`src/rtl/tcrc_pkg.sv`:
```
// Package for the three-channel root counter timer: types, codes and interrupt helper.
`timescale 1ns / 1ps
package tcrc_pkg;

  // Default number of timers and fixed field widths
  localparam int TCRC_TIMER_COUNT = 3;
  localparam int TCRC_CNT_W       = 16;
  localparam int TCRC_CTL_W       = 13;
  localparam int TCRC_AMT_W       = 12;
  localparam int TCRC_IRQ_W       = 3;
  localparam int TCRC_NEXT_W      = TCRC_CNT_W + 1;

  localparam logic [TCRC_CNT_W-1:0]  TCRC_LIMIT_MAX = 16'hFFFF;
  localparam logic [TCRC_NEXT_W-1:0] TCRC_LIMIT_EXT = 17'h0FFFF;

  // Control word bit positions
  localparam int CTL_WRAP_TGT  = 3;
  localparam int CTL_IRQ_TGT   = 4;
  localparam int CTL_IRQ_MAX   = 5;
  localparam int CTL_REPEAT    = 6;
  localparam int CTL_TOGGLE    = 7;
  localparam int CTL_IRQ_LINE  = 10;
  localparam int CTL_HIT_TGT   = 11;
  localparam int CTL_HIT_MAX   = 12;
  localparam int CTL_WR_W      = 10;

  typedef enum logic [1:0] {
    OP_TICK  = 2'd0,
    OP_READ  = 2'd1,
    OP_WRITE = 2'd2,
    OP_NONE  = 2'd3
  } op_t;

  typedef enum logic [1:0] {
    REG_COUNT   = 2'd0,
    REG_CONTROL = 2'd1,
    REG_TARGET  = 2'd2,
    REG_UNUSED  = 2'd3
  } reg_sel_t;

  typedef enum logic [2:0] {
    S_IDLE,
    S_DISPATCH,
    S_TGT,
    S_DIV,
    S_TFIRE,
    S_LIM,
    S_FIN
  } state_t;

  // Request to and response from the shared remainder unit
  typedef struct packed {
    logic                   start;
    logic [TCRC_NEXT_W-1:0] dividend;
    logic [TCRC_CNT_W-1:0]  divisor;
  } div_req_t;

  typedef struct packed {
    logic                  done;
    logic [TCRC_CNT_W-1:0] remainder;
  } div_resp_t;

  typedef struct packed {
    logic [TCRC_CTL_W-1:0] ctl;
    logic                  armed;
    logic                  raised;
  } irq_res_t;

  // Interrupt logic: pulse or toggle the active-low line, detect its falling edge
  function automatic irq_res_t fire_irq(input logic [TCRC_CTL_W-1:0] ctl,
                                        input logic armed);
    irq_res_t r;
    logic     line_prev;
    logic     line_post;
    line_prev = ctl[CTL_IRQ_LINE];
    line_post = ctl[CTL_TOGGLE] ? ~line_prev : 1'b0;
    r.raised = armed & line_prev & ~line_post;
    r.ctl    = ctl;
    r.ctl[CTL_IRQ_LINE] = ctl[CTL_TOGGLE] ? line_post : 1'b1;
    r.armed  = ctl[CTL_REPEAT] ? armed : 1'b0;
    return r;
  endfunction

endpackage

```
`src/rtl/tcrc_in_if.sv`:
```
// Request channel interface: valid/ready handshake with the request fields.
`timescale 1ns / 1ps
interface tcrc_in_if;
  logic        valid;
  logic        ready;
  logic [1:0]  operation;
  logic [1:0]  timer_select;
  logic [1:0]  register_select;
  logic [15:0] write_data;
  logic [11:0] tick_amount;

  modport source (output valid, operation, timer_select, register_select, write_data,
                  tick_amount, input ready);
  modport sink (input valid, operation, timer_select, register_select, write_data,
                tick_amount, output ready);
endinterface

```
`src/rtl/tcrc_out_if.sv`:
```
// Result channel interface: valid/ready handshake with the result fields.
`timescale 1ns / 1ps
interface tcrc_out_if;
  logic        valid;
  logic        ready;
  logic [15:0] read_data;
  logic [2:0]  irq_raised;

  modport source (output valid, read_data, irq_raised, input ready);
  modport sink (input valid, read_data, irq_raised, output ready);
endinterface

```
`src/rtl/tcrc_mod_unit.sv`:
```
// Bit-serial restoring remainder unit shared by all timers for the target wrap.
`timescale 1ns / 1ps
module tcrc_mod_unit
  import tcrc_pkg::*;
(
  input  logic      clk,
  input  logic      rst,
  input  div_req_t  req,
  output div_resp_t resp
);

  localparam int STEP_W = $clog2(TCRC_NEXT_W + 1);
  localparam logic [STEP_W-1:0] LAST_STEP = STEP_W'(TCRC_NEXT_W - 1);

  logic                   busy;
  logic                   done;
  logic [STEP_W-1:0]      step;
  logic [TCRC_CNT_W-1:0]  rem;
  logic [TCRC_NEXT_W-1:0] dvd;
  logic [TCRC_CNT_W-1:0]  dsr;
  logic [TCRC_NEXT_W-1:0] trial;
  logic [TCRC_NEXT_W-1:0] diff;

  // Shift in the next dividend bit and try one subtract
  assign trial = {rem, dvd[TCRC_NEXT_W-1]};
  assign diff  = trial - {1'b0, dsr};

  // Sequence control
  always_ff @(posedge clk) begin
    if (rst) begin
      busy <= 1'b0;
      done <= 1'b0;
      step <= '0;
    end else if (req.start) begin
      busy <= 1'b1;
      done <= 1'b0;
      step <= '0;
    end else if (busy) begin
      step <= step + 1'b1;
      if (step == LAST_STEP) begin
        busy <= 1'b0;
        done <= 1'b1;
      end
    end else begin
      done <= 1'b0;
    end
  end

  // Partial remainder and operands
  always_ff @(posedge clk) begin
    if (req.start) begin
      rem <= '0;
      dvd <= req.dividend;
      dsr <= req.divisor;
    end else if (busy) begin
      dvd <= {dvd[TCRC_NEXT_W-2:0], 1'b0};
      if (trial >= {1'b0, dsr}) begin
        rem <= diff[TCRC_CNT_W-1:0];
      end else begin
        rem <= trial[TCRC_CNT_W-1:0];
      end
    end
  end

  assign resp.done      = done;
  assign resp.remainder = rem;

endmodule

```
`src/rtl/three_channel_root_counter_timer.sv`:
```
// Top level: three root counter timers with a sequencer and a shared remainder unit.
//
//   channel  | dir | fields                                                  | handshake
//   in_ch    | in  | operation, timer_select, register_select, write_data,  | valid/ready
//            |     | tick_amount                                             |
//   out_ch   | out | read_data, irq_raised                                   | valid/ready
//
// A read, write or idle operation goes from accept through dispatch to the final state.
// A tick visits the timers one after another: a timer that crosses nothing passes
// the target and limit states, a target crossing adds the target-fire state, and a
// wrap at the target also waits in the divide state while the bit-serial remainder
// unit takes 17 steps, one per dividend bit, and then flags done.
// Reset (rst, synchronous) clears all counters, targets, control words and flags.
// The result sits in an output register; a new request is taken while it waits,
// and the sequencer stalls at its last step only if the previous result is untaken.
`timescale 1ns / 1ps
module three_channel_root_counter_timer
  import tcrc_pkg::*;
#(
  parameter int TIMER_COUNT = TCRC_TIMER_COUNT
) (
  input logic       clk,
  input logic       rst,
  tcrc_in_if.sink   in_ch,
  tcrc_out_if.source out_ch
);

  localparam int IDX_W = (TIMER_COUNT > 1) ? $clog2(TIMER_COUNT) : 1;
  localparam logic [IDX_W-1:0] LAST_IDX = IDX_W'(TIMER_COUNT - 1);

  state_t state, state_next;

  // Timer state
  logic [TCRC_CNT_W-1:0] count_value     [TIMER_COUNT];
  logic [TCRC_CNT_W-1:0] target_value    [TIMER_COUNT];
  logic [TCRC_CTL_W-1:0] control_word    [TIMER_COUNT];
  logic                  interrupt_armed [TIMER_COUNT];

  // Latched request
  op_t                   op;
  logic [1:0]            tsel;
  reg_sel_t              rsel;
  logic [TCRC_CNT_W-1:0] wdata;
  logic [TCRC_AMT_W-1:0] amount;

  logic [IDX_W-1:0]       idx;
  logic [TCRC_NEXT_W-1:0] nxt;
  logic [TCRC_CNT_W-1:0]  rd;
  logic [TCRC_IRQ_W-1:0]  irq_acc;

  logic                  out_valid;
  logic [TCRC_CNT_W-1:0] out_rd;
  logic [TCRC_IRQ_W-1:0] out_irq;

  div_req_t  div_req;
  div_resp_t div_resp;

  logic                   in_fire;
  logic                   out_free;
  logic                   tsel_ok;
  logic [IDX_W-1:0]       sel;
  logic [TCRC_CNT_W-1:0]  cur_cnt;
  logic [TCRC_CNT_W-1:0]  cur_tgt;
  logic [TCRC_CTL_W-1:0]  cur_ctl;
  logic                   cur_arm;
  logic [TCRC_NEXT_W-1:0] sum;
  logic                   tgt_cross;
  logic                   lim_cross;
  irq_res_t               irq_t;
  irq_res_t               irq_l;

  tcrc_mod_unit u_mod (
    .clk  (clk),
    .rst  (rst),
    .req  (div_req),
    .resp (div_resp)
  );

  assign in_ch.ready = (state == S_IDLE);
  assign in_fire     = in_ch.valid && in_ch.ready;
  assign out_free    = !out_valid || out_ch.ready;

  // Select the timer: request address while dispatching, sweep index otherwise
  assign tsel_ok = (int'(tsel) < TIMER_COUNT);
  assign sel     = (state == S_DISPATCH) ? tsel[IDX_W-1:0] : idx;
  assign cur_cnt = count_value[sel];
  assign cur_tgt = target_value[sel];
  assign cur_ctl = control_word[sel];
  assign cur_arm = interrupt_armed[sel];

  // Crossing tests against target and the 16-bit limit
  assign sum       = {1'b0, cur_cnt} + {{(TCRC_NEXT_W-TCRC_AMT_W){1'b0}}, amount};
  assign tgt_cross = (cur_cnt < cur_tgt) && (sum >= {1'b0, cur_tgt});
  assign lim_cross = (cur_cnt < TCRC_LIMIT_MAX) && (nxt >= TCRC_LIMIT_EXT);
  assign irq_t     = fire_irq(cur_ctl, cur_arm);
  assign irq_l     = fire_irq(cur_ctl, cur_arm);

  assign div_req.start    = (state == S_TGT) && tgt_cross && cur_ctl[CTL_WRAP_TGT];
  assign div_req.dividend = sum;
  assign div_req.divisor  = cur_tgt;

  // State register
  always_ff @(posedge clk) begin
    if (rst) begin
      state <= S_IDLE;
    end else begin
      state <= state_next;
    end
  end

  // Next state
  always_comb begin
    state_next = state;
    unique case (state)
      S_IDLE: begin
        if (in_fire) state_next = S_DISPATCH;
      end
      S_DISPATCH: begin
        state_next = (op == OP_TICK) ? S_TGT : S_FIN;
      end
      S_TGT: begin
        if (!tgt_cross) begin
          state_next = S_LIM;
        end else if (cur_ctl[CTL_WRAP_TGT]) begin
          state_next = S_DIV;
        end else begin
          state_next = S_TFIRE;
        end
      end
      S_DIV: begin
        if (div_resp.done) state_next = S_TFIRE;
      end
      S_TFIRE: begin
        state_next = S_LIM;
      end
      S_LIM: begin
        state_next = (idx == LAST_IDX) ? S_FIN : S_TGT;
      end
      S_FIN: begin
        if (out_free) state_next = S_IDLE;
      end
      default: state_next = S_IDLE;
    endcase
  end

  // Latch the request
  always_ff @(posedge clk) begin
    if (in_fire) begin
      op     <= op_t'(in_ch.operation);
      tsel   <= in_ch.timer_select;
      rsel   <= reg_sel_t'(in_ch.register_select);
      wdata  <= in_ch.write_data;
      amount <= in_ch.tick_amount;
    end
  end

  // Timer datapath
  always_ff @(posedge clk) begin
    if (rst) begin
      for (int i = 0; i < TIMER_COUNT; i++) begin
        count_value[i]     <= '0;
        target_value[i]    <= '0;
        control_word[i]    <= '0;
        interrupt_armed[i] <= 1'b0;
      end
      idx     <= '0;
      irq_acc <= '0;
      rd      <= '0;
      nxt     <= '0;
    end else begin
      case (state)
        S_DISPATCH: begin
          idx     <= '0;
          irq_acc <= '0;
          if (op == OP_READ && tsel_ok) begin
            case (rsel)
              REG_COUNT:   rd <= cur_cnt;
              REG_CONTROL: rd <= {{(TCRC_CNT_W-TCRC_CTL_W){1'b0}}, cur_ctl};
              REG_TARGET:  rd <= cur_tgt;
              default:     rd <= '0;
            endcase
          end else begin
            rd <= '0;
          end
          if (op == OP_WRITE && tsel_ok) begin
            case (rsel)
              REG_COUNT: count_value[sel] <= wdata;
              REG_CONTROL: begin
                control_word[sel] <= {cur_ctl[CTL_HIT_MAX:CTL_HIT_TGT], 1'b1,
                                      wdata[CTL_WR_W-1:0]};
                interrupt_armed[sel] <= 1'b1;
              end
              REG_TARGET: target_value[sel] <= wdata;
              default: ;
            endcase
          end
        end
        S_TGT: begin
          nxt <= sum;
        end
        S_DIV: begin
          if (div_resp.done) nxt <= {1'b0, div_resp.remainder};
        end
        // Target reached: optional interrupt, set the target status bit
        S_TFIRE: begin
          if (cur_ctl[CTL_IRQ_TGT]) begin
            control_word[sel]    <= irq_t.ctl | TCRC_CTL_W'(1 << CTL_HIT_TGT);
            interrupt_armed[sel] <= irq_t.armed;
            irq_acc[idx]         <= irq_acc[idx] | irq_t.raised;
          end else begin
            control_word[sel] <= cur_ctl | TCRC_CTL_W'(1 << CTL_HIT_TGT);
          end
        end
        // Limit reached: wrap unless wrapping at target, optional interrupt, set status; store the counter
        S_LIM: begin
          if (lim_cross) begin
            if (cur_ctl[CTL_IRQ_MAX]) begin
              control_word[sel]    <= irq_l.ctl | TCRC_CTL_W'(1 << CTL_HIT_MAX);
              interrupt_armed[sel] <= irq_l.armed;
              irq_acc[idx]         <= irq_acc[idx] | irq_l.raised;
            end else begin
              control_word[sel] <= cur_ctl | TCRC_CTL_W'(1 << CTL_HIT_MAX);
            end
            if (!cur_ctl[CTL_WRAP_TGT]) begin
              count_value[sel] <= nxt[TCRC_CNT_W-1:0] - TCRC_LIMIT_MAX;
            end else begin
              count_value[sel] <= nxt[TCRC_CNT_W-1:0];
            end
          end else begin
            count_value[sel] <= nxt[TCRC_CNT_W-1:0];
          end
          if (idx != LAST_IDX) idx <= idx + 1'b1;
        end
        default: ;
      endcase
    end
  end

  // Output register: load the finished result, hold until taken
  always_ff @(posedge clk) begin
    if (rst) begin
      out_valid <= 1'b0;
    end else if (state == S_FIN && out_free) begin
      out_valid <= 1'b1;
    end else if (out_ch.ready) begin
      out_valid <= 1'b0;
    end
  end

  always_ff @(posedge clk) begin
    if (state == S_FIN && out_free) begin
      out_rd  <= (op == OP_READ) ? rd : '0;
      out_irq <= (op == OP_TICK) ? irq_acc : '0;
    end
  end

  assign out_ch.valid      = out_valid;
  assign out_ch.read_data  = out_rd;
  assign out_ch.irq_raised = out_irq;

endmodule
```
`src/flat_wrapper.sv`:
```
// flat-port wrapper written by rule: the top's interface ports become plain ports
module three_channel_root_counter_timer_flat import tcrc_pkg::*;
#(
  parameter int TIMER_COUNT = TCRC_TIMER_COUNT
)
  (clk, rst, in_ch_valid, in_ch_operation, in_ch_timer_select, in_ch_register_select, in_ch_write_data, in_ch_tick_amount, in_ch_ready, out_ch_valid, out_ch_read_data, out_ch_irq_raised, out_ch_ready);
  tcrc_in_if in_ch_i ();
  tcrc_out_if out_ch_i ();
  input logic clk;
  input logic rst;
  input wire logic [$bits(in_ch_i.valid)-1:0] in_ch_valid;
  input wire logic [$bits(in_ch_i.operation)-1:0] in_ch_operation;
  input wire logic [$bits(in_ch_i.timer_select)-1:0] in_ch_timer_select;
  input wire logic [$bits(in_ch_i.register_select)-1:0] in_ch_register_select;
  input wire logic [$bits(in_ch_i.write_data)-1:0] in_ch_write_data;
  input wire logic [$bits(in_ch_i.tick_amount)-1:0] in_ch_tick_amount;
  output wire logic [$bits(in_ch_i.ready)-1:0] in_ch_ready;
  output wire logic [$bits(out_ch_i.valid)-1:0] out_ch_valid;
  output wire logic [$bits(out_ch_i.read_data)-1:0] out_ch_read_data;
  output wire logic [$bits(out_ch_i.irq_raised)-1:0] out_ch_irq_raised;
  input wire logic [$bits(out_ch_i.ready)-1:0] out_ch_ready;
  assign in_ch_i.valid = in_ch_valid;
  assign in_ch_i.operation = in_ch_operation;
  assign in_ch_i.timer_select = in_ch_timer_select;
  assign in_ch_i.register_select = in_ch_register_select;
  assign in_ch_i.write_data = in_ch_write_data;
  assign in_ch_i.tick_amount = in_ch_tick_amount;
  assign in_ch_ready = in_ch_i.ready;
  assign out_ch_valid = out_ch_i.valid;
  assign out_ch_read_data = out_ch_i.read_data;
  assign out_ch_irq_raised = out_ch_i.irq_raised;
  assign out_ch_i.ready = out_ch_ready;
  three_channel_root_counter_timer #(.TIMER_COUNT(TIMER_COUNT)) u_core (.clk(clk), .rst(rst), .in_ch(in_ch_i), .out_ch(out_ch_i));
endmodule
```
`config.mk`:
```
export PLATFORM = sky130hd
export DESIGN_NAME = three_channel_root_counter_timer_flat
export DESIGN_NICKNAME = d
export VERILOG_FILES = /design/src/rtl/tcrc_pkg.sv /design/src/rtl/tcrc_in_if.sv /design/src/rtl/tcrc_out_if.sv /design/src/rtl/tcrc_mod_unit.sv /design/src/rtl/three_channel_root_counter_timer.sv /design/src/flat_wrapper.sv
export SDC_FILE = /design/constraint.sdc
export NUM_CORES = 1
export LEC_CHECK = 0
export BUFFER_PORTS_ARGS = -buffer_cell sky130_fd_sc_hd__buf_2
export CORE_UTILIZATION = 40
export DETAILED_ROUTE_END_ITERATION = 6
export PLACE_DENSITY = 0.65
export SYNTH_ARGS = -nofsm -noshare
export SYNTH_HDL_FRONTEND = slang
export SYNTH_SLANG_ARGS = --single-unit
```
`constraint.sdc`:
```
create_clock -name clk -period 9.92 [get_ports clk]
set_input_delay 1.488 -clock clk [delete_from_list [all_inputs] [get_ports clk]]
set_output_delay 1.488 -clock clk [all_outputs]
set_load 0.05 [all_outputs]
```
### Word level (Yosys, flattened, before mapping)

Memories as Yosys holds them, arrays and structs flattened.
Cells that the tools add are included.

| cells by class | value |
|---|---|
| add/sub/neg operators | 5 |
| order comparisons | 8 |
| eq/ne operators | 20 |
| multiplexer cells | 105 |
| bitwise operators | 15 |
| reductions and logical operators | 29 |

Operator list:

| kind | number |
|---|---|
| $mux 16 | 7 |
| $mux 1 | 66 |
| $mux 13 | 5 |
| $mux 17 | 3 |
| $pmux 16 s3 | 1 |
| $ge 17x16->1 | 2 |
| $pmux 17 s2 | 1 |
| $reduce_or 16->1 | 2 |
| $mux 3 | 10 |
| $pmux 3 s7 | 1 |
| $add 16x12->17 | 1 |
| $ge 17x16->1 const B | 1 |
| $lt 16x16->1 | 1 |
| $lt 16x16->1 const B | 1 |
| $sub 16x16->16 | 1 |
| $sub 16x16->16 const B | 1 |
| $reduce_or 13->1 | 1 |
| $mux 2 | 6 |
| $ne 2x1->1 const B | 5 |
| $or 1x1->1 | 10 |
| $eq 3x3->1 const B | 3 |
| $logic_and 1x1->1 | 9 |
| $pmux 3 s3 | 1 |
| $reduce_bool 2->1 | 4 |
| other kinds (28) | 39 |

| word-level totals | value |
|---|---|
| register bits after elaboration | 151 |
| RAM bits | 138 |
| word-level logic and storage cells | 205 |
| memories | 4 |

Memories:

| memory | words | width | rd ports | clocked after Yosys merged registers in | wr ports | line | RTL |
|---|---|---|---|---|---|---|---|
| u_core.count_value | 3 | 16 | 1 | 0 | 3 | three_channel_root_counter_timer.sv:34 | `logic [TCRC_CNT_W-1:0] count_value [TIMER_COUNT];` |
| u_core.target_value | 3 | 16 | 1 | 0 | 3 | three_channel_root_counter_timer.sv:35 | `logic [TCRC_CNT_W-1:0] target_value [TIMER_COUNT];` |
| u_core.control_word | 3 | 13 | 1 | 0 | 3 | three_channel_root_counter_timer.sv:36 | `logic [TCRC_CTL_W-1:0] control_word [TIMER_COUNT];` |
| u_core.interrupt_armed | 3 | 1 | 1 | 0 | 3 | three_channel_root_counter_timer.sv:37 | `logic interrupt_armed [TIMER_COUNT];` |

### Logic depth before layout (Yosys ltp)

Gate-level depths: netlist of the first run.
An unclocked memory read counts as a cell.

| logic depth | value |
|---|---|
| depth after elaboration | 14 |
| gate-level depth with buffers | 28 |
| mapped depth without buffers | 23 |

### Modules after synthesis

Synthesis of the first run repeated with hierarchy kept, for this count alone.

| second synthesis, totals | value |
|---|---|
| cells, all modules | 1572 |
| area total of the unflattened synthesis | 17879.6 um^2 |

By module, submodules not included:

| module | instances | cells an instance | area an instance (um^2) | seq. area each (um^2) |
|---|---|---|---|---|
| three_channel_root_counter_timer | 1 | 1279 | 14815.5 | 7957.6 |
| tcrc_mod_unit | 1 | 293 | 3064.2 | 1451.4 |

### Worst setup path after synthesis of the first run

Ideal clock, no wire load.

| path | value |
|---|---|
| path type | register -> register |
| start | register u_core.tsel[1] |
| end | register u_core.u_mod.dvd[0] (enable) |
| setup time | 293 ps |
| data arrival time | 5324 ps |
| required time | 9627 ps |
| setup slack | 4303 ps |
| cell stages (with the launch flop) | 29 |
| path buffers | 6 |
| clock period less this slack | 5617 ps |
| cells stage by stage | edfxtp_1 > buf_4 > and4bb_2 > buf_4 > a21o_1 > buf_6 > buf_6 > mux2i_1 > mux2i_1 > inv_1 > fa_1 > nor2b_1 > o2111ai_1 > a31oi_1 > a31o_2 > a31oi_1 > nor3_1 > xor2_1 > ha_1 > a21bo_2 > a21oi_1 > o21ai_0 > nand3_1 > a31o_2 > o211ai_1 > and4_1 > buf_4 > buf_2 > or2_2 |

| on the way | value |
|---|---|
| longest elaborated chain between the ends | 8 |

RTL lines:

| element | line | RTL |
|---|---|---|
| start, declared | three_channel_root_counter_timer.sv:41 | `logic [1:0] tsel;` |
| start signal, assigned | three_channel_root_counter_timer.sv:150 | `tsel <= in_ch.timer_select;` |
| $mux 2 (*) | three_channel_root_counter_timer.sv:85 | `assign sel = (state == S_DISPATCH) ? tsel[IDX_W-1:0] : idx;` |
| $mem_v2 3x16 | n/a |  |
| $add 16x12->17 | three_channel_root_counter_timer.sv:92 | `assign sum = {1'b0, cur_cnt} + {{(TCRC_NEXT_W-TCRC_AMT_W){1'b0}}, amount};` |
| $ge 17x16->1 | three_channel_root_counter_timer.sv:93 | `assign tgt_cross = (cur_cnt < cur_tgt) && (sum >= {1'b0, cur_tgt});` |
| $logic_and 1x1->1 | three_channel_root_counter_timer.sv:93 |  |
| $logic_and 1x1->1 | three_channel_root_counter_timer.sv:98 | `assign div_req.start = (state == S_TGT) && tgt_cross && cur_ctl[CTL_WRAP_TGT];` |
| $logic_and 1x1->1 (*) | three_channel_root_counter_timer.sv:98 |  |
| $reduce_bool 2->1 (no source line) (*) | n/a |  |
| end signal, assigned | tcrc_mod_unit.sv:53 | `dvd <= req.dividend;` |
| end signal, assigned | tcrc_mod_unit.sv:56 | `dvd <= {dvd[TCRC_NEXT_W-2:0], 1'b0};` |
| end, declared | tcrc_mod_unit.sv:19 | `logic [TCRC_NEXT_W-1:0] dvd;` |

Mark *: on every way between the ends. The rest lies on a longest branch, timed or not.
A chain may end at the register's enable or synchronous reset.

### Worst setup path in the final report of the first run

| path | value |
|---|---|
| start | register u_core.state[2] |
| end | register u_core.u_mod.dvd[14] (enable) |

| on the way | value |
|---|---|
| longest elaborated chain between the ends | 9 |

RTL lines:

| element | line | RTL |
|---|---|---|
| start, declared | three_channel_root_counter_timer.sv:31 | `state_t state, state_next;` |
| start signal, assigned | three_channel_root_counter_timer.sv:107 | `state <= state_next;` |
| $eq 3x1->1 | three_channel_root_counter_timer.sv:85 |  |
| $mux 2 | three_channel_root_counter_timer.sv:85 |  |
| $mem_v2 3x16 | n/a |  |
| $add 16x12->17 | three_channel_root_counter_timer.sv:92 |  |
| $ge 17x16->1 | three_channel_root_counter_timer.sv:93 |  |
| $logic_and 1x1->1 | three_channel_root_counter_timer.sv:93 |  |
| $logic_and 1x1->1 | three_channel_root_counter_timer.sv:98 |  |
| $logic_and 1x1->1 (*) | three_channel_root_counter_timer.sv:98 |  |
| $reduce_bool 2->1 (no source line) (*) | n/a |  |

Marked as above.

==> results of run 1 <==
-- flip-flops by register name, summed over array words and instances, names as in the netlist, 3 cells and up --
signal and flops:
u_core.target_value 64, u_core.u_mod.step 5, u_core.state 3, u_core.interrupt_armed 4, u_core.out_ch.irq_raised 3, u_core.amount 12, u_core.wdata 16, u_core.rd 16
u_core.out_ch.read_data 16, u_core.u_mod.dvd 17, u_core.u_mod.dsr 16, u_core.nxt 17, u_core.count_value 64, u_core.irq_acc 3, u_core.u_mod.rem 16, u_core.control_word 52
-- path summary, 6_finish.rpt --
kind	startpoint	end	cells after the start
max	u_core.state[2]	u_core.u_mod.dvd[14]	22
min	u_core.nxt[9]	u_core.nxt[9]	2
max reg2reg	u_core.state[2]	u_core.u_mod.dvd[14]	22
min reg2reg	u_core.nxt[9]	u_core.nxt[9]	2
-- synth_stat cells, types with 25 or more instances --
master	count	area, um2
dfxtp_1	65	1300
ha_1	65	813
nor3_1	37	185
mux2i_1	94	941
inv_1	95	357
o21ai_0	40	200
edfxtp_1	270	8110
nor2_1	155	582
nand2_1	194	728
a211oi_1	35	263
and2_1	70	438
a21oi_1	61	305
clkbuf_1	53	199
and3_1	25	156
a31oi_1	29	181
-- through the flow --
| step | hold slack [ps] | cells | instance area, um2 | power [mW] |
|---|---|---|---|---|
| final | 496 | 2297 | 19600 | 3.96 |
| after global routing | 531 | 2296 | 19600 | 4.13 |
| after CTS | 500 | 2296 | 19600 | 3.97 |
| after detailed placement | 485 | 2227 | 18400 | 2.58 |
| after global placement | 482 | 2227 | 18400 | 2.56 |
| after floorplan | 457 | 1649 | 17600 | 2.30 |
-- area by class of cell --
type | count | share of cell area (%)
timing repair buffer | 85 | 2.51
tap | 585 | 3.73
sequential | 335 | 47.9
inverter | 95 | 1.82
antenna | 1 | 0.0127
clock buffer | 50 | 5.38
multi-input combinational | 1127 | 37.8
clock inverter | 19 | 0.853
-- placed cells by master (no fill, tap or decap), drive strengths merged, types with 5 or more instances in the layout --
cell type,netlist,layout
nor4,9,9
inv,95,97
o221ai,8,8
dfxtp,65,65
xor2,17,17
nand2b,15,15
clkbuf,53,50
nor2b,13,13
nand3,25,25
and2,70,70
o21a,8,8
mux2i,96,96
a22oi,18,18
nand4,15,15
ha,65,65
conb,1,16
or2,5,5
o22ai,7,7
or4,5,5
nor2,155,155
o211a,6,6
o31ai,16,16
o21ai,44,44
nor3,37,37
and3,25,25
a311oi,6,6
a211oi,41,41
a21oi,62,62
mux2,23,23
a31oi,29,29
or3,9,9
buf,39,85
clkinv,0,13
a21o,15,15
nand2,194,194
edfxtp,270,270
xnor2,15,15
-- worst max-delay path: stages (launching register included) --
cell and delay (ps):
dfxtp_1 690, or3b_1 500, buf_4 430, mux2i_4 560, buf_4 520, a211oi_1 120, nor2_1 330, ha_1 360
o2111ai_1 160, a31oi_1 170, a31o_2 290, a31oi_1 400, nor3_1 110, xor2_1 210, ha_1 330, a21bo_2 120
a21oi_1 60, o21ai_0 160, nand3_1 110, a31o_2 220, o211ai_1 140, and4_2 700, or2_2 470
-- per-layer routing --
| metal | GRT usage, % | vias to the layer above | wire [um] |
|---|---|---|---|
| met5 | 0 | - | 0 |
| met3 | 3.84 | 95 | 3260 |
| met4 | 10.2 | 0 | 2070 |
| met1 | 29.6 | 6142 | 20900 |
| met2 | 32.0 | 442 | 20900 |
| li1 | - | 6023 | - |
-- cells by family after synthesis --
logic type / share of synthesized area, %
muxes: 7.10
other: 0.0214
buffers and inverters: 4.53
and+or+nand+nor: 16.1
AOI/OAI and AO/OA: 12.1
xor gates and xnor gates: 1.60
DFF: 53.7
adders and majority gates: 4.87
-- power by group through the flow --
stage	clock network (mW)	logic, mW	registers (mW)
floorplan	0	0.623	1.67
global placement	0	0.843	1.72
detailed placement	0	0.860	1.72
CTS	1.42	0.866	1.69
global route	1.47	0.958	1.70
finish	1.39	0.878	1.69
==> flow_summary.toml, run 1 <==
[run_status]
status = "finished, final reports clean"

[grt]
grt_pass1_vias = 12300
antenna_found_initial = 0
grt_max_degree = 56
grt.total_usage_pct = 21.3
grt_pass1_wl_um = 71800
overflow = 0

[synthesis]
async_reset_ff_share_pct = 0
synth_warnings = 0
ys.flop_type = "edfxtp_1"
synth_edf_count = 270
syn_area_um2 = 17500
synth_cell_types = 75
syn_avg_cell_area_um2 = 10.7
ys_seq_elements = 335
syn_inst = 1634
seq_area_frac_synth_pct = 53.7

[placement]
portBuffers = 58
gp_congestion = 0.955
place_ws_ps = 2430
hpwl_um = 33200

[floorplan]
core-area_um2 = 43200
num_rows = 76
num_io_pins = 59
die_h_um = 211
die_x_um = 211
start_util_pct = 40.6
die-area_um2 = 44700

[detailed_routing]
dr.pass1.iters = 7
routed_wl_um = 47100
drcViolationCount = 0
ant_nets = 0
vias = 12700
drt-initial-drc-count = 1402
post_drt_wl_per_cell_um = 20.5
vias_per_cell = 5.53

[clock_tree]
cts_tree = "built"
numCtsBuffers = 38
clkTransAtPathRegs_ps = 60
cts-resized-gates = 0
cts_root_buffer = "clkbuf_16"
htree_levels = 2
cts_hold_buf = 0
clkSinkCount = 335
cts_max_path_buffers = 3
clk_latency_ps = 570
cts_setup_buffers = 0

[setup_path]
startpoint_type = "flip-flop"
rrSetupSlack_ps = 2370
worst-path-max-fanout = 38
cp.arrival_ps = 7750
cp.required_ps = 10130
endpoint_kind = "flip-flop"
path_class = "reg -> reg"

[timing]
finalCritPeriodShare_pct = 76.1
period_minus_slack_ps = 7550
rsz0062_at_grt = "false"
worst_slack_ps = 2370
final_max_slew_viol_count = 0
hold_viol_final = 0
setup_violations = 0
fin_skew_ps = 31.8
max_freq_mhz = 133
setup_tns_ps = 0
worstMarginPinSlew_ps = 1100
relSlewSlack_pct = 25.9

[power_and_ir_drop]
power_switching_mw = 1.23
power.density_nw_per_um2 = 201
swShare_pct = 31.2
p_int_mw = 2.72
leakage_nw = 7.52
combPwrFrac_pct = 22.2
clkPwrFrac_pct = 35.1
peakVddDrop_v = 0.000109
pwr-share-seq_pct = 42.7

[hold_path]
hold_path.class = "reg -> reg"

[flow_run]
drv_cap = 0

[cells_and_area]
fin_nets = 1787
seqCellArea_um2 = 9410
multiInputGateArea_um2 = 7430
fill_cells = 4049
layout-area-overhead-vs-synth_pct = 12.1
layout-drive-gt1-share_pct = 11.7
final_util_pct = 45.5
(Power assumes the default switching activity.)
==> inputs of run 2 (changes only) <==
ABC_AREA = 1   (was unset)
clock period = 7.4 ns   (was 9.92 ns; I/O delays follow)
==> run 2 against run 1 <==
Net effect:
- first-iteration DRC count down 18%
- core utilization about the same
- area after synthesis down 2.5%
- register-to-register slack worse by 1300 ps
- count of clock-buffer cells in the layout unchanged
- clock power up 32%
- critical path depth up 6
- synthesized cell count up 14%
==> flow_summary.toml, run 2 <==
[synthesis]
synth_warnings = 0
synth_most_common_cell = "nand2_1"
syn_avg_cell_area_um2 = 9.21
async_reset_ff_share_pct = 0
ys.flop_type = "edfxtp_1"
yosysTopAreaCell = "edfxtp_1"
ys_seq_elements = 335
seq_area_frac_synth_pct = 55.1
synth_edf_count = 270
syn_inst = 1855
synth_cell_types = 58
synth_top_area_share_pct = 47.5
yosys-top-cells-count = "377 x nand2_1, 270 x edfxtp_1, 249 x inv_1"
syn_area_um2 = 17100
synth_area_leaders = "edfxtp_1 47%, nand2_1 8.3%, dfxtp_1 7.6%"

[cells_and_area]
fill_cells = 3992
fin_nets = 2022
layout-drive-gt1-share_pct = 9.87
final_common_cell = "nand2_1"
antenna_cells = 0
reg.largest.list = "u_core.count_value (64), u_core.target_value (64), u_core.control_word (52)"
layout-area-overhead-vs-synth_pct = 11.9
layout_common_cells = "377 x nand2_1, 270 x edfxtp_1, 249 x inv_1"

[clock_tree]
clkSinkCount = 335
clkTransAtPathRegs_ps = 60
cts_hold_buf = 0
cts_setup_buffers = 0
clk_latency_ps = 550
cts_tree = "built"
htree_levels = 2
cts-resized-gates = 0
cts_max_path_buffers = 3
numCtsBuffers = 37
cts_root_buffer = "clkbuf_16"

[floorplan]
die_h_um = 209
die-area_um2 = 43500
die_x_um = 209
num_io_pins = 59
num_rows = 75
start_util_pct = 40.6
core-area_um2 = 42000

[hold_path]
hold_path.class = "reg -> reg"

[timing]
rsz0062_at_grt = "false"
final_max_slew_viol_count = 0
fin_skew_ps = 24.3
hold_viol_final = 0
relSlewSlack_pct = 22.6
setup_tns_ps = 0
finalCritPeriodShare_pct = 86.0
period_minus_slack_ps = 6360
setup_violations = 0
max_freq_mhz = 157
worstMarginPinSlew_ps = 1160
holdWs_ps = 446
worst_slack_ps = 1040

[grt]
antenna_found_initial = 1
overflow = 0
grt_pass1_wl_um = 72700
grt_max_degree = 43
grt.total_usage_pct = 22.0
grt_pass1_vias = 12300

[detailed_routing]
drcViolationCount = 0
routed_wl_um = 47700
vias_per_cell = 5.26
vias = 13100
post_drt_wl_per_cell_um = 19.2
drt-initial-drc-count = 1146
ant_nets = 0
dr.pass1.iters = 7

[setup_path]
endpoint_kind = "flip-flop"
worst_path_max_delay_cell = "nor2_4"
worst-path-max-fanout = 27
cp.required_ps = 7580
cp_common_cell = "nand2_1"
cp_top_family = "simple AND/OR/NAND/NOR gates"
path_class = "reg -> reg"
startpoint_type = "flip-flop"
cp.arrival_ps = 6540
max_stage_delay_ps = 640
worstPathBufferInverterCount = 5

[placement]
portBuffers = 58
hpwl_um = 34600
place_ws_ps = 1140
gp_congestion = 0.973

[flow_run]
drv_cap = 0

[run_status]
status = "finished, final reports clean"

[power_and_ir_drop]
power.density_nw_per_um2 = 425
peakVddDrop_v = 0.000243
power_mw = 8.12
leakage_nw = 8.08
run 2: cell count changes after synthesis, sizes merged, moves of 24 or more:
cell | before | now
nand2 | 194 | 399
inv | 95 | 256
nor2 | 155 | 259
mux2i | 96 | 0
a21oi | 62 | 134
and2 | 70 | 12
o21ai | 44 | 99
a211oi | 41 | 6
and3 | 25 | 1
run 2: cell type report:
| cell class | instances | area (um2) | area share, % |
|---|---|---|---|
| timing repair buffer | 70 | 380 | 1.99 |
| clock buffer | 50 | 1070 | 5.59 |
| inverter | 256 | 961 | 5.02 |
| clock inverter | 18 | 135 | 0.707 |
| sequential | 335 | 9410 | 49.2 |
| tap | 539 | 674 | 3.53 |
| multi-input combinational | 1217 | 6490 | 34.0 |
run 2: metrics by stage:
stage               utilization, %  instances  instance area [um2]
floorplan                        -       1870                17100
global placement              42.6       2417                17900
detailed placement            42.6       2417                17900
CTS                           45.5       2485                19100
global route                  45.5       2485                19100
finish                        45.5       2485                19100
run 2: per-layer routing:
layer,track usage [%],routed length (um)
met4,7.99,1570
met3,3.62,3420
met5,0,13
met2,34.6,21700
met1,30.5,21000
run 2: final timing paths:
check             cells past startpoint  slack (ps)                         end        startpoint
hold / removal                        0         450  u_core.target_value[3][14]  u_core.wdata[14]
hold reg to reg                       0         450  u_core.target_value[3][14]  u_core.wdata[14]
setup / recovery                     28        1040        u_core.u_mod.dvd[15]   u_core.state[0]
setup reg to reg                     28        1040        u_core.u_mod.dvd[15]   u_core.state[0]
run 2: logic make-up (layout without fill, tap and decap cells):
group,after synthesis,in the layout,share of synthesized area [%]
AO/OA/AOI/OAI,336,336,11.7
other,1,16,0.0220
buffers and inverters,318,394,7.32
AND/OR/NAND/NOR,760,760,18.9
adder cells (fa/ha/maj),67,67,5.00
XOR/XNOR,38,38,1.95
flip-flops,335,335,55.1
run 2: where the power goes:
part	switching [mW]	internal (mW)	leakage [nW]
Combinational	2.57	1.13	4.32
Sequential	0.214	2.37	3.18
Clock	0.776	1.06	0.583
run 2: worst reg2reg max path, delay by kind of cell (launching register included):
kind	cells	cell delay [ps]
AO/OA/AOI/OAI	4	800
XOR/XNOR	1	210
adder cells (fa/ha/maj)	2	670
buffers and inverters	5	870
flip-flops	1	530
AND/OR/NAND/NOR	16	2900
==> inputs of run 3 (changes only) <==
GPL_TIMING_DRIVEN = 0   (was unset)
==> run 3 against run 2 <==
Net effect:
- wire length rose by 2.5%
- core utilization rose by 0.44 points
- combinational power rose by 4%
- clock skew fell by 1.8 ps
- design area rose by 0.97%
- critical path type unchanged
- largest power group unchanged
==> flow_summary.toml, run 3 (synthesized netlist as in run 2, its figures left out) <==
[run_status]
status = "finished, final reports clean"

[clock_tree]
clkTransAtPathRegs_ps = 70
clkSinkCount = 335
cts_hold_buf = 0
numCtsBuffers = 37
clk_latency_ps = 550
cts_max_path_buffers = 3
cts-resized-gates = 0
cts_root_buffer = "clkbuf_16"
cts_setup_buffers = 0
htree_levels = 2
cts_tree = "built"

[grt]
met2_usage_pct = 35.8
met3_usage_pct = 4.22
use_met1_pct = 30.5
antenna_found_initial = 1
grt_pass1_wl_um = 73700
grt_pass1_vias = 12600
overflow = 0
grt_max_degree = 29
grt.busiest_layer = "met2"
grt.total_usage_pct = 22.5

[power_and_ir_drop]
pwr-share-seq_pct = 31.1
power_switching_mw = 3.65
combPwrFrac_pct = 47.1
power.density_nw_per_um2 = 425
leakage_nw = 8.15
p_int_mw = 4.57
swShare_pct = 44.4
power_mw = 8.22
clkPwrFrac_pct = 21.8
peakVddDrop_v = 0.000260

[setup_path]
cp_common_cell = "nand2_1"
path_class = "reg -> reg"
endpoint_kind = "flip-flop"
worst-path-max-fanout = 17
max_stage_delay_ps = 570
cp.arrival_ps = 7160
worst_path_max_delay_cell = "o21bai_1"
startpoint_type = "flip-flop"
cp.required_ps = 7590

[cells_and_area]
fin_nets = 2074
final_common_cell = "nand2_1"
fin_cells = 2535
fill_cells = 4003
antenna_cells = 0
layout_common_cells = "376 x nand2_1, 270 x edfxtp_1, 249 x inv_1"
multiInputGateArea_um2 = 6490
reg.largest.list = "u_core.count_value (64), u_core.target_value (64), u_core.control_word (52)"
layout-area-overhead-vs-synth_pct = 13.0
layout-drive-gt1-share_pct = 9.57
seqCellArea_um2 = 9410

[timing]
holdWs_ps = 451
final_max_slew_viol_count = 0
setup_violations = 0
finalCritPeriodShare_pct = 94.2
worst_slack_ps = 432
rsz0062_at_grt = "false"
period_minus_slack_ps = 6970
worstMarginPinSlew_ps = 1190
max_freq_mhz = 144
fin_skew_ps = 22.5
relSlewSlack_pct = 20.5
setup_tns_ps = 0
hold_viol_final = 0

[detailed_routing]
post_drt_wl_per_cell_um = 19.3
vias = 13300
routed_wl_um = 48900
vias_per_cell = 5.25
drcViolationCount = 0
drt-initial-drc-count = 1290
dr.pass1.iters = 5
ant_nets = 0

[floorplan]
num_rows = 75
die_x_um = 209
core-area_um2 = 42000
num_io_pins = 59
die-area_um2 = 43500
start_util_pct = 40.6
die_h_um = 209

[hold_path]
hold_path.class = "reg -> reg"

[placement]
hpwl_um = 36300
place_ws_ps = 397
gp_congestion = 0.987
portBuffers = 58
post-place-cells = 2469

[flow_run]
drv_cap = 0
==> run 3: critical path: cells and delay by family (launching register included) <==
kind	cells	cell delay (ps)
flip-flops	1	320
AO/OA/AOI/OAI	5	1750
adder cells (fa/ha/maj)	2	700
XOR/XNOR	1	220
AND/OR/NAND/NOR	15	2480
buffers and inverters	6	1130
==> run 3: power by group through the flow <==
stage / Combinational (mW) / Sequential (mW) / Clock (mW)
finish: 3.87 / 2.55 / 1.79
global route: 4.26 / 2.58 / 1.89
CTS: 3.80 / 2.55 / 1.82
detailed placement: 3.78 / 2.59 / 0
global placement: 3.69 / 2.59 / 0
floorplan: 2.57 / 2.53 / 0
==> run 3: final cells by class <==
cell class	count	share of cell area (%)
well taps	539	3.49
multi-input cells	1217	33.6
flip-flops and latches	335	48.7
clock inverters	13	0.603
inverters	256	4.98
clock buffers	53	5.38
plain buffers	62	1.50
repair buffers	60	1.68
==> run 3: per-stage QoR <==
| stage | utilization (%) | cell area, um2 |
|---|---|---|
| after floorplan | - | 17100 |
| after global placement | 43.1 | 18100 |
| after detailed placement | 43.2 | 18100 |
| after CTS | 45.9 | 19300 |
| after global routing | 45.9 | 19300 |
| final | 45.9 | 19300 |
==> run 3: path summary, 6_finish.rpt <==
check / start / endpoint / slack (ps) / depth (start not counted)
max: u_core.state[0] / u_core.u_mod.dvd[1] / 430 / 29
min: u_core.wdata[11] / u_core.target_value[3][11] / 450 / 0
max reg2reg: u_core.state[0] / u_core.u_mod.dvd[1] / 430 / 29
min reg2reg: u_core.wdata[11] / u_core.target_value[3][11] / 450 / 0
==> run 3: per-layer routing <==
layer	part of all wire, %	vias to the layer above	wire length (um)
met1	44	6289	21600
met2	45	501	22100
met5	0.027	-	13
met4	3.4	2	1680
li1	-	6422	-
met3	7.3	89	3560
